==> src/rtl/core/xcfp_pkg.sv <==
// ---------------------------------------------------------------------------
// xcfp_pkg: shared types and constants of the XOR-checked frame parser
// Frame phases, result status codes and payload store sizing.
// ---------------------------------------------------------------------------
package xcfp_pkg;

  localparam int MAX_PAYLOAD = 32;
  localparam int ADDR_W      = $clog2(MAX_PAYLOAD);
  localparam int CNT_W       = $clog2(MAX_PAYLOAD + 1);

  localparam logic [7:0] MAX_LEN_BYTE   = 8'(MAX_PAYLOAD);
  localparam logic [7:0] HEADER_DEFAULT = 8'h9a;

  typedef enum logic [2:0] {
    PH_HUNT,
    PH_CMD,
    PH_LEN,
    PH_DATA,
    PH_CHECK,
    PH_DRAIN
  } phase_t;

  typedef enum logic [1:0] {
    ST_OK         = 2'd0,
    ST_MISMATCH   = 2'd1,
    ST_TOO_LONG   = 2'd2,
    ST_INCOMPLETE = 2'd3
  } status_t;

endpackage

==> src/rtl/core/xor_checked_frame_parser_top.sv <==
// ---------------------------------------------------------------------------
// xor_checked_frame_parser_top: byte-stream deframer with XOR check
// Hunts for the header byte, collects command and length in registers and
// payload in a RAM, checks XOR, replays good frames as results or reports errors.
// ---------------------------------------------------------------------------
// Usage
//   Input channel (in_valid/in_ready, rx_byte, flush): one stream byte per
//   transfer. in_ready is high whenever the parser is not replaying a frame
//   and the output register is free or being emptied in the same cycle.
//   Output channel (out_valid/out_ready plus the six result fields): a
//   single output register; a result caused by an input byte is visible the
//   cycle after that byte's transfer.
//   Config channel (cfg_valid/cfg_ready, header_value): always ready; write
//   only while the parser is idle. Takes effect at the next header hunt.
// Throughput
//   One byte per cycle while no results are pending. After a good check
//   byte with length N > 0 the parser stops taking input and drains the
//   payload RAM: the first result follows the phase change and the first
//   registered RAM read, then one result per cycle while the output register
//   is free, set by the RAM's single synchronous read port.
// Reset and stalls
//   rst (synchronous) returns to header hunt, restores header 0x9a and
//   empties the output register; the payload RAM is not cleared. A held
//   result blocks input and the drain until the output register frees up.
// ---------------------------------------------------------------------------
module xor_checked_frame_parser_top (
  input  logic       clk,
  input  logic       rst,
  // config write channel
  input  logic       cfg_valid,
  output logic       cfg_ready,
  input  logic [7:0] header_value,
  // byte input channel
  input  logic       in_valid,
  output logic       in_ready,
  input  logic [7:0] rx_byte,
  input  logic       flush,
  // result output channel
  output logic       out_valid,
  input  logic       out_ready,
  output logic [7:0] command_code,
  output logic [7:0] frame_length,
  output logic [7:0] payload_byte,
  output logic       byte_valid,
  output logic       last_of_frame,
  output logic [1:0] frame_status
);

  // -------------------------------------------------------------------------
  // State
  // -------------------------------------------------------------------------
  xcfp_pkg::phase_t phase, phase_next;

  logic [7:0]                  header_reg;
  logic [7:0]                  running_xor;
  logic [7:0]                  held_command;
  logic [7:0]                  held_length;
  logic [xcfp_pkg::CNT_W-1:0]  bytes_taken;
  logic [xcfp_pkg::ADDR_W-1:0] emit_idx;     // RAM entry held in rd_data
  logic                        rd_pend;      // rd_data is valid for emit_idx

  // payload RAM, one write and one registered read per cycle
  logic [7:0] payload_store [xcfp_pkg::MAX_PAYLOAD];
  logic [7:0] rd_data;
  logic [xcfp_pkg::ADDR_W-1:0] rd_addr;
  logic                        mem_we;

  // -------------------------------------------------------------------------
  // Handshakes
  // -------------------------------------------------------------------------
  logic slot_free;
  logic in_fire;
  logic drain_emit;
  logic drain_last;
  logic [xcfp_pkg::CNT_W-1:0] taken_inc;
  logic xor_ok;

  assign cfg_ready  = 1'b1;
  assign slot_free  = !out_valid || out_ready;
  assign in_ready   = (phase != xcfp_pkg::PH_DRAIN) && slot_free;
  assign in_fire    = in_valid && in_ready;
  assign drain_emit = (phase == xcfp_pkg::PH_DRAIN) && rd_pend && slot_free;
  assign drain_last = (8'(emit_idx) + 8'd1) == held_length;
  assign taken_inc  = bytes_taken + xcfp_pkg::CNT_W'(1);
  assign xor_ok     = rx_byte == running_xor;

  // next read address: advance once the current entry leaves
  assign rd_addr = drain_emit ? xcfp_pkg::ADDR_W'(emit_idx + 1'b1) : emit_idx;

  // -------------------------------------------------------------------------
  // Next phase
  // -------------------------------------------------------------------------
  always_comb begin
    phase_next = phase;
    case (phase)
      xcfp_pkg::PH_HUNT: begin
        if (in_fire && rx_byte == header_reg) begin
          phase_next = flush ? xcfp_pkg::PH_HUNT : xcfp_pkg::PH_CMD;
        end
      end
      xcfp_pkg::PH_CMD: begin
        if (in_fire) begin
          phase_next = flush ? xcfp_pkg::PH_HUNT : xcfp_pkg::PH_LEN;
        end
      end
      xcfp_pkg::PH_LEN: begin
        if (in_fire) begin
          if (rx_byte > xcfp_pkg::MAX_LEN_BYTE || flush) begin
            phase_next = xcfp_pkg::PH_HUNT;
          end else if (rx_byte == 8'd0) begin
            phase_next = xcfp_pkg::PH_CHECK;
          end else begin
            phase_next = xcfp_pkg::PH_DATA;
          end
        end
      end
      xcfp_pkg::PH_DATA: begin
        if (in_fire) begin
          if (flush) begin
            phase_next = xcfp_pkg::PH_HUNT;
          end else if (8'(taken_inc) >= held_length) begin
            phase_next = xcfp_pkg::PH_CHECK;
          end
        end
      end
      xcfp_pkg::PH_CHECK: begin
        if (in_fire) begin
          phase_next = (xor_ok && held_length != 8'd0) ? xcfp_pkg::PH_DRAIN
                                                       : xcfp_pkg::PH_HUNT;
        end
      end
      xcfp_pkg::PH_DRAIN: begin
        if (drain_emit && drain_last) begin
          phase_next = xcfp_pkg::PH_HUNT;
        end
      end
      default: phase_next = xcfp_pkg::PH_HUNT;
    endcase
  end

  // -------------------------------------------------------------------------
  // Result selection and RAM write
  // -------------------------------------------------------------------------
  logic                res_load;
  logic [7:0]          res_cmd;
  logic [7:0]          res_len;
  logic [7:0]          res_data;
  logic                res_valid;
  logic                res_last;
  xcfp_pkg::status_t   res_status;

  always_comb begin
    res_load   = 1'b0;
    res_cmd    = 8'd0;
    res_len    = held_length;
    res_data   = 8'd0;
    res_valid  = 1'b0;
    res_last   = 1'b1;
    res_status = xcfp_pkg::ST_OK;
    mem_we     = 1'b0;
    case (phase)
      xcfp_pkg::PH_HUNT: begin
        // header carrying flush: incomplete, length not yet seen
        if (in_fire && rx_byte == header_reg && flush) begin
          res_load   = 1'b1;
          res_len    = 8'd0;
          res_status = xcfp_pkg::ST_INCOMPLETE;
        end
      end
      xcfp_pkg::PH_CMD: begin
        if (in_fire && flush) begin
          res_load   = 1'b1;
          res_status = xcfp_pkg::ST_INCOMPLETE;
        end
      end
      xcfp_pkg::PH_LEN: begin
        res_len = rx_byte;
        if (in_fire) begin
          if (rx_byte > xcfp_pkg::MAX_LEN_BYTE) begin
            res_load   = 1'b1;
            res_status = xcfp_pkg::ST_TOO_LONG;
          end else if (flush) begin
            res_load   = 1'b1;
            res_status = xcfp_pkg::ST_INCOMPLETE;
          end
        end
      end
      xcfp_pkg::PH_DATA: begin
        mem_we = in_fire;
        if (in_fire && flush) begin
          res_load   = 1'b1;
          res_status = xcfp_pkg::ST_INCOMPLETE;
        end
      end
      xcfp_pkg::PH_CHECK: begin
        if (in_fire) begin
          if (!xor_ok) begin
            res_load   = 1'b1;
            res_status = xcfp_pkg::ST_MISMATCH;
          end else if (held_length == 8'd0) begin
            res_load = 1'b1;
            res_cmd  = held_command;
          end
        end
      end
      xcfp_pkg::PH_DRAIN: begin
        res_load  = drain_emit;
        res_cmd   = held_command;
        res_data  = rd_data;
        res_valid = 1'b1;
        res_last  = drain_last;
      end
      default: ;
    endcase
  end

  // -------------------------------------------------------------------------
  // Payload RAM
  // -------------------------------------------------------------------------
  always_ff @(posedge clk) begin
    if (mem_we) begin
      payload_store[bytes_taken[xcfp_pkg::ADDR_W-1:0]] <= rx_byte;
    end
    rd_data <= payload_store[rd_addr];
  end

  // -------------------------------------------------------------------------
  // Control and frame registers
  // -------------------------------------------------------------------------
  always_ff @(posedge clk) begin
    if (rst) begin
      phase        <= xcfp_pkg::PH_HUNT;
      header_reg   <= xcfp_pkg::HEADER_DEFAULT;
      running_xor  <= 8'd0;
      held_command <= 8'd0;
      held_length  <= 8'd0;
      bytes_taken  <= '0;
      emit_idx     <= '0;
      rd_pend      <= 1'b0;
    end else begin
      phase <= phase_next;
      if (cfg_valid && cfg_ready) begin
        header_reg <= header_value;
      end
      if (in_fire) begin
        case (phase)
          xcfp_pkg::PH_HUNT: begin
            if (rx_byte == header_reg) begin
              running_xor  <= rx_byte;
              held_command <= 8'd0;
              held_length  <= 8'd0;
              bytes_taken  <= '0;
            end
          end
          xcfp_pkg::PH_CMD: begin
            running_xor  <= running_xor ^ rx_byte;
            held_command <= rx_byte;
          end
          xcfp_pkg::PH_LEN: begin
            running_xor <= running_xor ^ rx_byte;
            held_length <= rx_byte;
            bytes_taken <= '0;
          end
          xcfp_pkg::PH_DATA: begin
            running_xor <= running_xor ^ rx_byte;
            bytes_taken <= taken_inc;
          end
          default: ;
        endcase
      end
      // drain pointer: start at entry 0, read data valid from the cycle after the drain starts
      if (phase != xcfp_pkg::PH_DRAIN) begin
        emit_idx <= '0;
        rd_pend  <= 1'b0;
      end else begin
        emit_idx <= rd_addr;
        rd_pend  <= 1'b1;
      end
    end
  end

  // -------------------------------------------------------------------------
  // Output register
  // -------------------------------------------------------------------------
  always_ff @(posedge clk) begin
    if (rst) begin
      out_valid <= 1'b0;
    end else if (res_load) begin
      out_valid <= 1'b1;
    end else if (out_ready) begin
      out_valid <= 1'b0;
    end
  end

  always_ff @(posedge clk) begin
    if (res_load) begin
      command_code  <= res_cmd;
      frame_length  <= res_len;
      payload_byte  <= res_data;
      byte_valid    <= res_valid;
      last_of_frame <= res_last;
      frame_status  <= res_status;
    end
  end

  // -------------------------------------------------------------------------
  // Assertions
  // -------------------------------------------------------------------------
`ifndef NO_ASSERTIONS
  // a waiting result is never overwritten
  a_no_overwrite: assert property (@(posedge clk) disable iff (rst)
    res_load |-> (!out_valid || out_ready))
    else $error("result loaded over a pending one");

  // drain only runs on a stored, in-range frame
  a_drain_len: assert property (@(posedge clk) disable iff (rst)
    (phase == xcfp_pkg::PH_DRAIN) |->
      (held_length != 8'd0 && held_length <= xcfp_pkg::MAX_LEN_BYTE))
    else $error("drain with bad length");

  // payload writes stay inside the announced length
  a_write_bound: assert property (@(posedge clk) disable iff (rst)
    mem_we |-> (8'(bytes_taken) < held_length))
    else $error("payload write past frame length");

  // data-carrying results are always good-frame results
  a_data_ok: assert property (@(posedge clk) disable iff (rst)
    (res_load && res_valid) |=> (frame_status == xcfp_pkg::ST_OK && byte_valid))
    else $error("payload result with error status");
`endif

endmodule
==> config.mk <==
export PLATFORM = sky130hd
export DESIGN_NAME = xor_checked_frame_parser_top
export DESIGN_NICKNAME = d
export VERILOG_FILES = /design/src/rtl/core/xcfp_pkg.sv /design/src/rtl/core/xor_checked_frame_parser_top.sv
export SDC_FILE = /design/constraint.sdc
export NUM_CORES = 1
export LEC_CHECK = 0
export ABC_AREA = 1
export BUFFER_PORTS_ARGS = -buffer_cell sky130_fd_sc_hd__buf_2
export CAP_MARGIN = 5
export CORE_MARGIN = 2
export CORE_UTILIZATION = 55
export CTS_CLUSTER_DIAMETER = 50
export DETAILED_ROUTE_END_ITERATION = 7
export PLACE_DENSITY = 0.71
export SLEW_MARGIN = 20
export SYNTH_ARGS = -nofsm -noshare
export SYNTH_HDL_FRONTEND = slang
export SYNTH_SLANG_ARGS = --single-unit
==> constraint.sdc <==
create_clock -name clk -period 5.1 [get_ports clk]
set_input_delay 0.51 -clock clk [delete_from_list [all_inputs] [get_ports clk]]
set_output_delay 0.51 -clock clk [all_outputs]
set_load 0.01 [all_outputs]
-- Word-level counts from Yosys, hierarchy flattened
Memories as Yosys holds them, arrays and structs flattened. A register that Yosys moved wholly into a read port is not among the register bits.
Index checks and enable logic that the tools add are counted.
- bitwise operators: 1
- add/sub/neg operators: 3
- multiplexer cells: 52
- magnitude comparators: 2
- equal/unequal tests: 17
- reductions and logical operators: 29
- operator list (cell ; count):
    8-bit case mux with 2 select lines ; 5
    8-bit two-way mux ; 6
    3-bit two-way mux ; 11
    1-bit two-way mux ; 18
    3-bit case mux with 6 select lines ; 1
    6-bit case mux with 3 select lines ; 1
    8-bit == test ; 2
    8-bit zero test ; 2
    2-bit two-way mux ; 6
    2-bit inequality test, second input constant ; 6
    3-bit AND reduction ; 4
    1-bit logical AND ; 9
    6-bit by 8-bit == test with 1-bit output ; 1
    6-bit by 8-bit greater-or-equal comparator with 1-bit output ; 1
    8-bit by 6-bit greater-than comparator with 1-bit output, second input constant ; 1
    2-bit case mux with 4 select lines ; 1
    2-bit nonzero test ; 4
    8-bit nonzero test ; 1
    8-bit bitwise XOR ; 1
    7-bit AND reduction ; 1
    5-bit by 1-bit adder with 6-bit output, second input constant ; 1
    6-bit by 1-bit adder with 6-bit output, second input constant ; 1
    3-bit by 2-bit == test with 1-bit output, second input constant ; 2
    3-bit == test, second input constant ; 2
    other kinds (13) ; 16
- RAM bits: 256
- input bits: 22
- memories kept: 1
- output and inout port bits: 31
- bits in registers: 76
- word-level logic and storage cells: 120
- memories (name ; depth ; bits a word ; read ports ; clocked after Yosys merged registers in ; write ports ; RTL line ; text):
    payload_store ; 32 ; 8 ; 1 ; 1 ; 1 ; xor_checked_frame_parser_top.sv:63 ; logic [7:0] payload_store [xcfp_pkg::MAX_PAYLOAD];

-- Longest topological paths before layout
- depth after elaboration: 9
- gate-level depth with buffers: 15
- gate-level depth less buffers: 15

-- Least setup slack after synthesis
OpenSTA, ideal clock, no wires.
- kind: input -> register
- from: input rx_byte[6]
- to: register byte_valid (enable)
- stages on the path: 9
- setup time: 0.525 ns
- path buffers: 1
- data arrival time: 2.046 ns
- slack: 2.529 ns
- path through: clkbuf_1 > nor2_1 > inv_1 > o21ai_0 > nand2_1 > nand3_1 > nand2_1 > nand2_1 > nand3_1
- word-level cells in the longest chain between the ends: 5
- elaborated cells between the ends (all ways): 11
- classes of those cells: order compare: 1; eq/ne: 2; mux: 6; reduce/logical: 2
- RTL lines (what ; RTL line ; text):
    start, declared ; xor_checked_frame_parser_top.sv:36 ; input logic [7:0] rx_byte,
    parallel branches: the longest is 4 deep, another holds 8-bit by 6-bit greater-than comparator with 1-bit output ; n/a ;
    1-bit case mux with 5 select lines (*) ; xor_checked_frame_parser_top.sv:161 ; case (phase)
    via res_load ; xor_checked_frame_parser_top.sv:144 ; logic res_load;
    end signal, assigned ; xor_checked_frame_parser_top.sv:300 ; byte_valid <= res_valid;
    end, declared ; xor_checked_frame_parser_top.sv:44 ; output logic byte_valid,
Mark *: on every way through the listed nets, which the timed path passes.
A chain may end at the register's enable or synchronous reset.

-- Worst setup path in the final report
- from: register phase[0]
- to: memory payload_store[30][5] (enable)
- word-level cells in the longest chain between the ends: 6
- elaborated cells between the ends (all ways): 7
- classes of those cells: eq/ne: 2; mux: 3; reduce/logical: 2
- RTL lines (what ; RTL line ; text):
    start, declared ; xor_checked_frame_parser_top.sv:52 ; xcfp_pkg::phase_t phase, phase_next;
    start signal, assigned ; xor_checked_frame_parser_top.sv:232 ; phase <= xcfp_pkg::PH_HUNT;
    start signal, assigned ; xor_checked_frame_parser_top.sv:241 ; phase <= phase_next;
    3-bit inequality test ; xor_checked_frame_parser_top.sv:80 ; assign in_ready = (phase != xcfp_pkg::PH_DRAIN) && slot_free;
    1-bit logical AND ; xor_checked_frame_parser_top.sv:80 ;
    1-bit logical AND ; xor_checked_frame_parser_top.sv:81 ; assign in_fire = in_valid && in_ready;
    1-bit two-way mux (*) ; xor_checked_frame_parser_top.sv:161 ;
    1-bit two-way mux (*) ; xor_checked_frame_parser_top.sv:221 ; if (mem_we) begin
    1-bit two-way mux (not written as such) (*) ; xor_checked_frame_parser_top.sv:222 ; payload_store[bytes_taken[xcfp_pkg::ADDR_W-1:0]] <= rx_byte;
    end, declared ; xor_checked_frame_parser_top.sv:63 ;
Every way passes the cells marked *; elsewhere a longest branch is shown, timed or not.

==> flow_summary.json <==
{
  "status": "finished, final reports clean",
  "overflow": 0,
  "cp.arrival_ns": 3.32,
  "pre_cts_ws_ns": 2.00,
  "maxCapViolations": 0,
  "seq_area_frac_synth_pct": 62.0,
  "finalHoldViolations": 0,
  "clk_pin_slew_ns": 0.06,
  "cp_max_fo": 8,
  "synth_area_um2": 15600,
  "drtPass1Iterations": 5,
  "cp-start-kind": "flop",
  "post_cts_resized": 0,
  "largest_register_ffs": 256,
  "r2r_setup_slack_ns": 1.93,
  "ctsHoldBuffers": 0,
  "postLayoutCellArea_um2": 17300,
  "irDropWorstVdd_v": 0.000235,
  "via_per_inst": 5.46,
  "crit_path_end_kind": "flop",
  "p_leak_nw": 7.30,
  "detailed_place_hpwl_um": 23900,
  "powerDensity_nw_per_um2": 384,
  "numPortBuffers": 51,
  "tightest_slew_ns": 1.07,
  "drcViolationCount": 0,
  "die_area_um2": 29700,
  "rsz0062_at_grt": "false",
  "synth_edf_count": 284,
  "netlist_instances": 1646,
  "ant_nets": 0,
  "ys_types": 35,
  "initial_utilization_pct": 55.9,
  "clock_path_buffers": 3,
  "grt_pass1_vias": 10700,
  "n_antenna_cell": 0,
  "grt_util_all_layers_pct": 26.8,
  "max_clock_freq_mhz": 315,
  "fillCellCount": 2266,
  "postLayoutCoreUtil_pct": 62.0,
  "nNetsFinal": 1713,
  "drive_above_1_share_pct": 8.31,
  "clkSinkCount": 340,
  "critPathRequiredTime_ns": 5.25,
  "numCtsBuffers": 37,
  "detail_route.wl_per_cell_um": 18.7,
  "ys_ff_latch": 340,
  "tns_ns": 0,
  "htreeDepth": 2,
  "grt_max_degree": 82,
  "ys_warn_count": 0,
  "vias": 11400,
  "grt_pass1_wl_um": 59400,
  "yosys_most_used_dff": "edfxtp_1",
  "syn_to_final_growth_pct": 11.1,
  "placed_cell_area_um2": 16100,
  "drt-initial-drc-count": 1321,
  "die_y_um": 172,
  "slew_headroom_pct": 28.6,
  "cts_tree": "done",
  "register_area_um2": 9650,
  "setup_viol": 0,
  "criticalPathCategory": "reg2reg",
  "postCtsSetupBuffers": 0,
  "antenna_found_initial": 1,
  "setup_ws_ns": 1.93,
  "finalCritPeriodShare_pct": 62.2,
  "finalPower_mw": 6.64,
  "avgSynthCellArea_um2": 9.45,
  "maxSlewViolCount": 0,
  "cts-root-buf": "clkbuf_16",
  "coreArea_um2": 27900,
  "insertion_delay_ns": 0.53,
  "finClkSkew_ns": 0.0136,
  "placementRows": 61,
  "period_needed_ns": 3.17,
  "synthArstFlopShare_pct": 0,
  "pin_count": 53,
  "place.gp.congestion": 0.918,
  "multiInputGateArea_um2": 4370,
  "min_path_type": "in2reg",
  "die_x_um": 172,
  "drt-total-wl_um": 39000,
  "syn-num-nets": 1679
}
[per-layer routing]
layer	track usage [%]	vias to the layer above	wire (um)
li1	-	5396	-
met1	36.1	5360	15700
met2	44.2	534	18900
met3	4.69	93	3250
met4	9.35	0	1170
met5	0	-	0
[worst max-delay path, stage by stage, from the launching register on]
cell and delay, ns:
dfxtp_1 0.50, inv_1 0.07, nor2_1 0.12, inv_1 0.08, nor2_1 0.42, inv_1 0.15
nor2_1 0.25, nand2_1 0.33, nor2_1 0.85
[cells in the final DEF, fill, tap and decap left out, types with 3 or more instances in the layout]
cell type,count
bufinv_16,3
a21oi_1,33
o21ai_2,3
buf_4,13
inv_1,304
nand3_2,3
nand3b_1,24
o21ai_0,34
nor2_1,112
edfxtp_1,284
nand2_2,5
dfxtp_1,56
clkbuf_8,3
clkinv_2,3
clkbuf_1,15
inv_2,5
buf_2,51
nor3_1,5
o22ai_1,4
xnor2_1,13
nand4_1,9
nand2_1,359
clkbuf_16,39
ha_1,11
nand3_1,290
xor2_1,5
nand2_4,3
[kinds of logic (layout without fill, tap and decap cells)]
kind of cell / after synthesis / in the layout / share of synthesized area, %
adder cells (fa/ha/maj): 11 / 11 / 0.884
AND/OR/NAND/NOR: 815 / 815 / 23.3
AO/OA/AOI/OAI: 79 / 79 / 2.74
other: 1 / 1 / 0.0241
buffers and inverters: 382 / 444 / 10.0
flip-flops: 340 / 340 / 62.0
XOR/XNOR: 18 / 18 / 1.01
[power by group]
group | switching (mW) | total, mW | leakage [nW] | internal, mW
logic | 0.537 | 0.752 | 3.69 | 0.215
registers | 0.0768 | 3.22 | 3.02 | 3.15
clock network | 1.05 | 2.66 | 0.584 | 1.61
[layout make-up]
type,count,area share [%]
inverters,310,6.73
clock inverters,10,0.775
well taps,378,2.74
clock buffers,57,6.21
repair buffers,67,2.43
flip-flops and latches,340,55.8
multi-input cells,924,25.3
[cell usage after synthesis, types with 2 or more instances]
cell        n  area (um2)
buf_4       8        60.1
nand2_1   359        1350
o21ai_2     3        26.3
o22ai_1     4        25.0
nand3b_1   24         180
inv_2       5        18.8
o21ai_1     2        10.0
buf_2      25         125
buf_1       5        18.8
buf_6       9         101
dfxtp_1    56        1120
xnor2_1    13         114
nor2_1    112         420
inv_1     304        1140
nand3_1   291        1460
nor2_8      2        40.0
clkbuf_1   25        93.8
nand3_2     2        20.0
nand2_4     2        22.5
edfxtp_1  284        8530
nor3_1      5        25.0
nand4_1     9        56.3
nand2_2     6        37.5
xor2_1      5        43.8
a21oi_1    33         165
ha_1       11         138
o21ai_0    34         170
[worst paths after layout]
check | startpoint | to | depth (start not counted)
setup / recovery | phase[0] | payload_store[30][5] | 8
hold reg to reg | held_command[3] | held_command[3] | 2
setup reg to reg | phase[0] | payload_store[30][5] | 8
hold / removal | header_value[4] | header_reg[4] | 3
[per-stage QoR]
step	instances	hold slack [ns]
3_3_place_gp	2018	0.456
4_1_cts	2085	0.192
3_5_place_dp	2018	0.458
5_1_grt	2086	0.198
6_report	2086	0.194
2_1_floorplan	1646	0.445
Power figures use the tool's default switching activity.
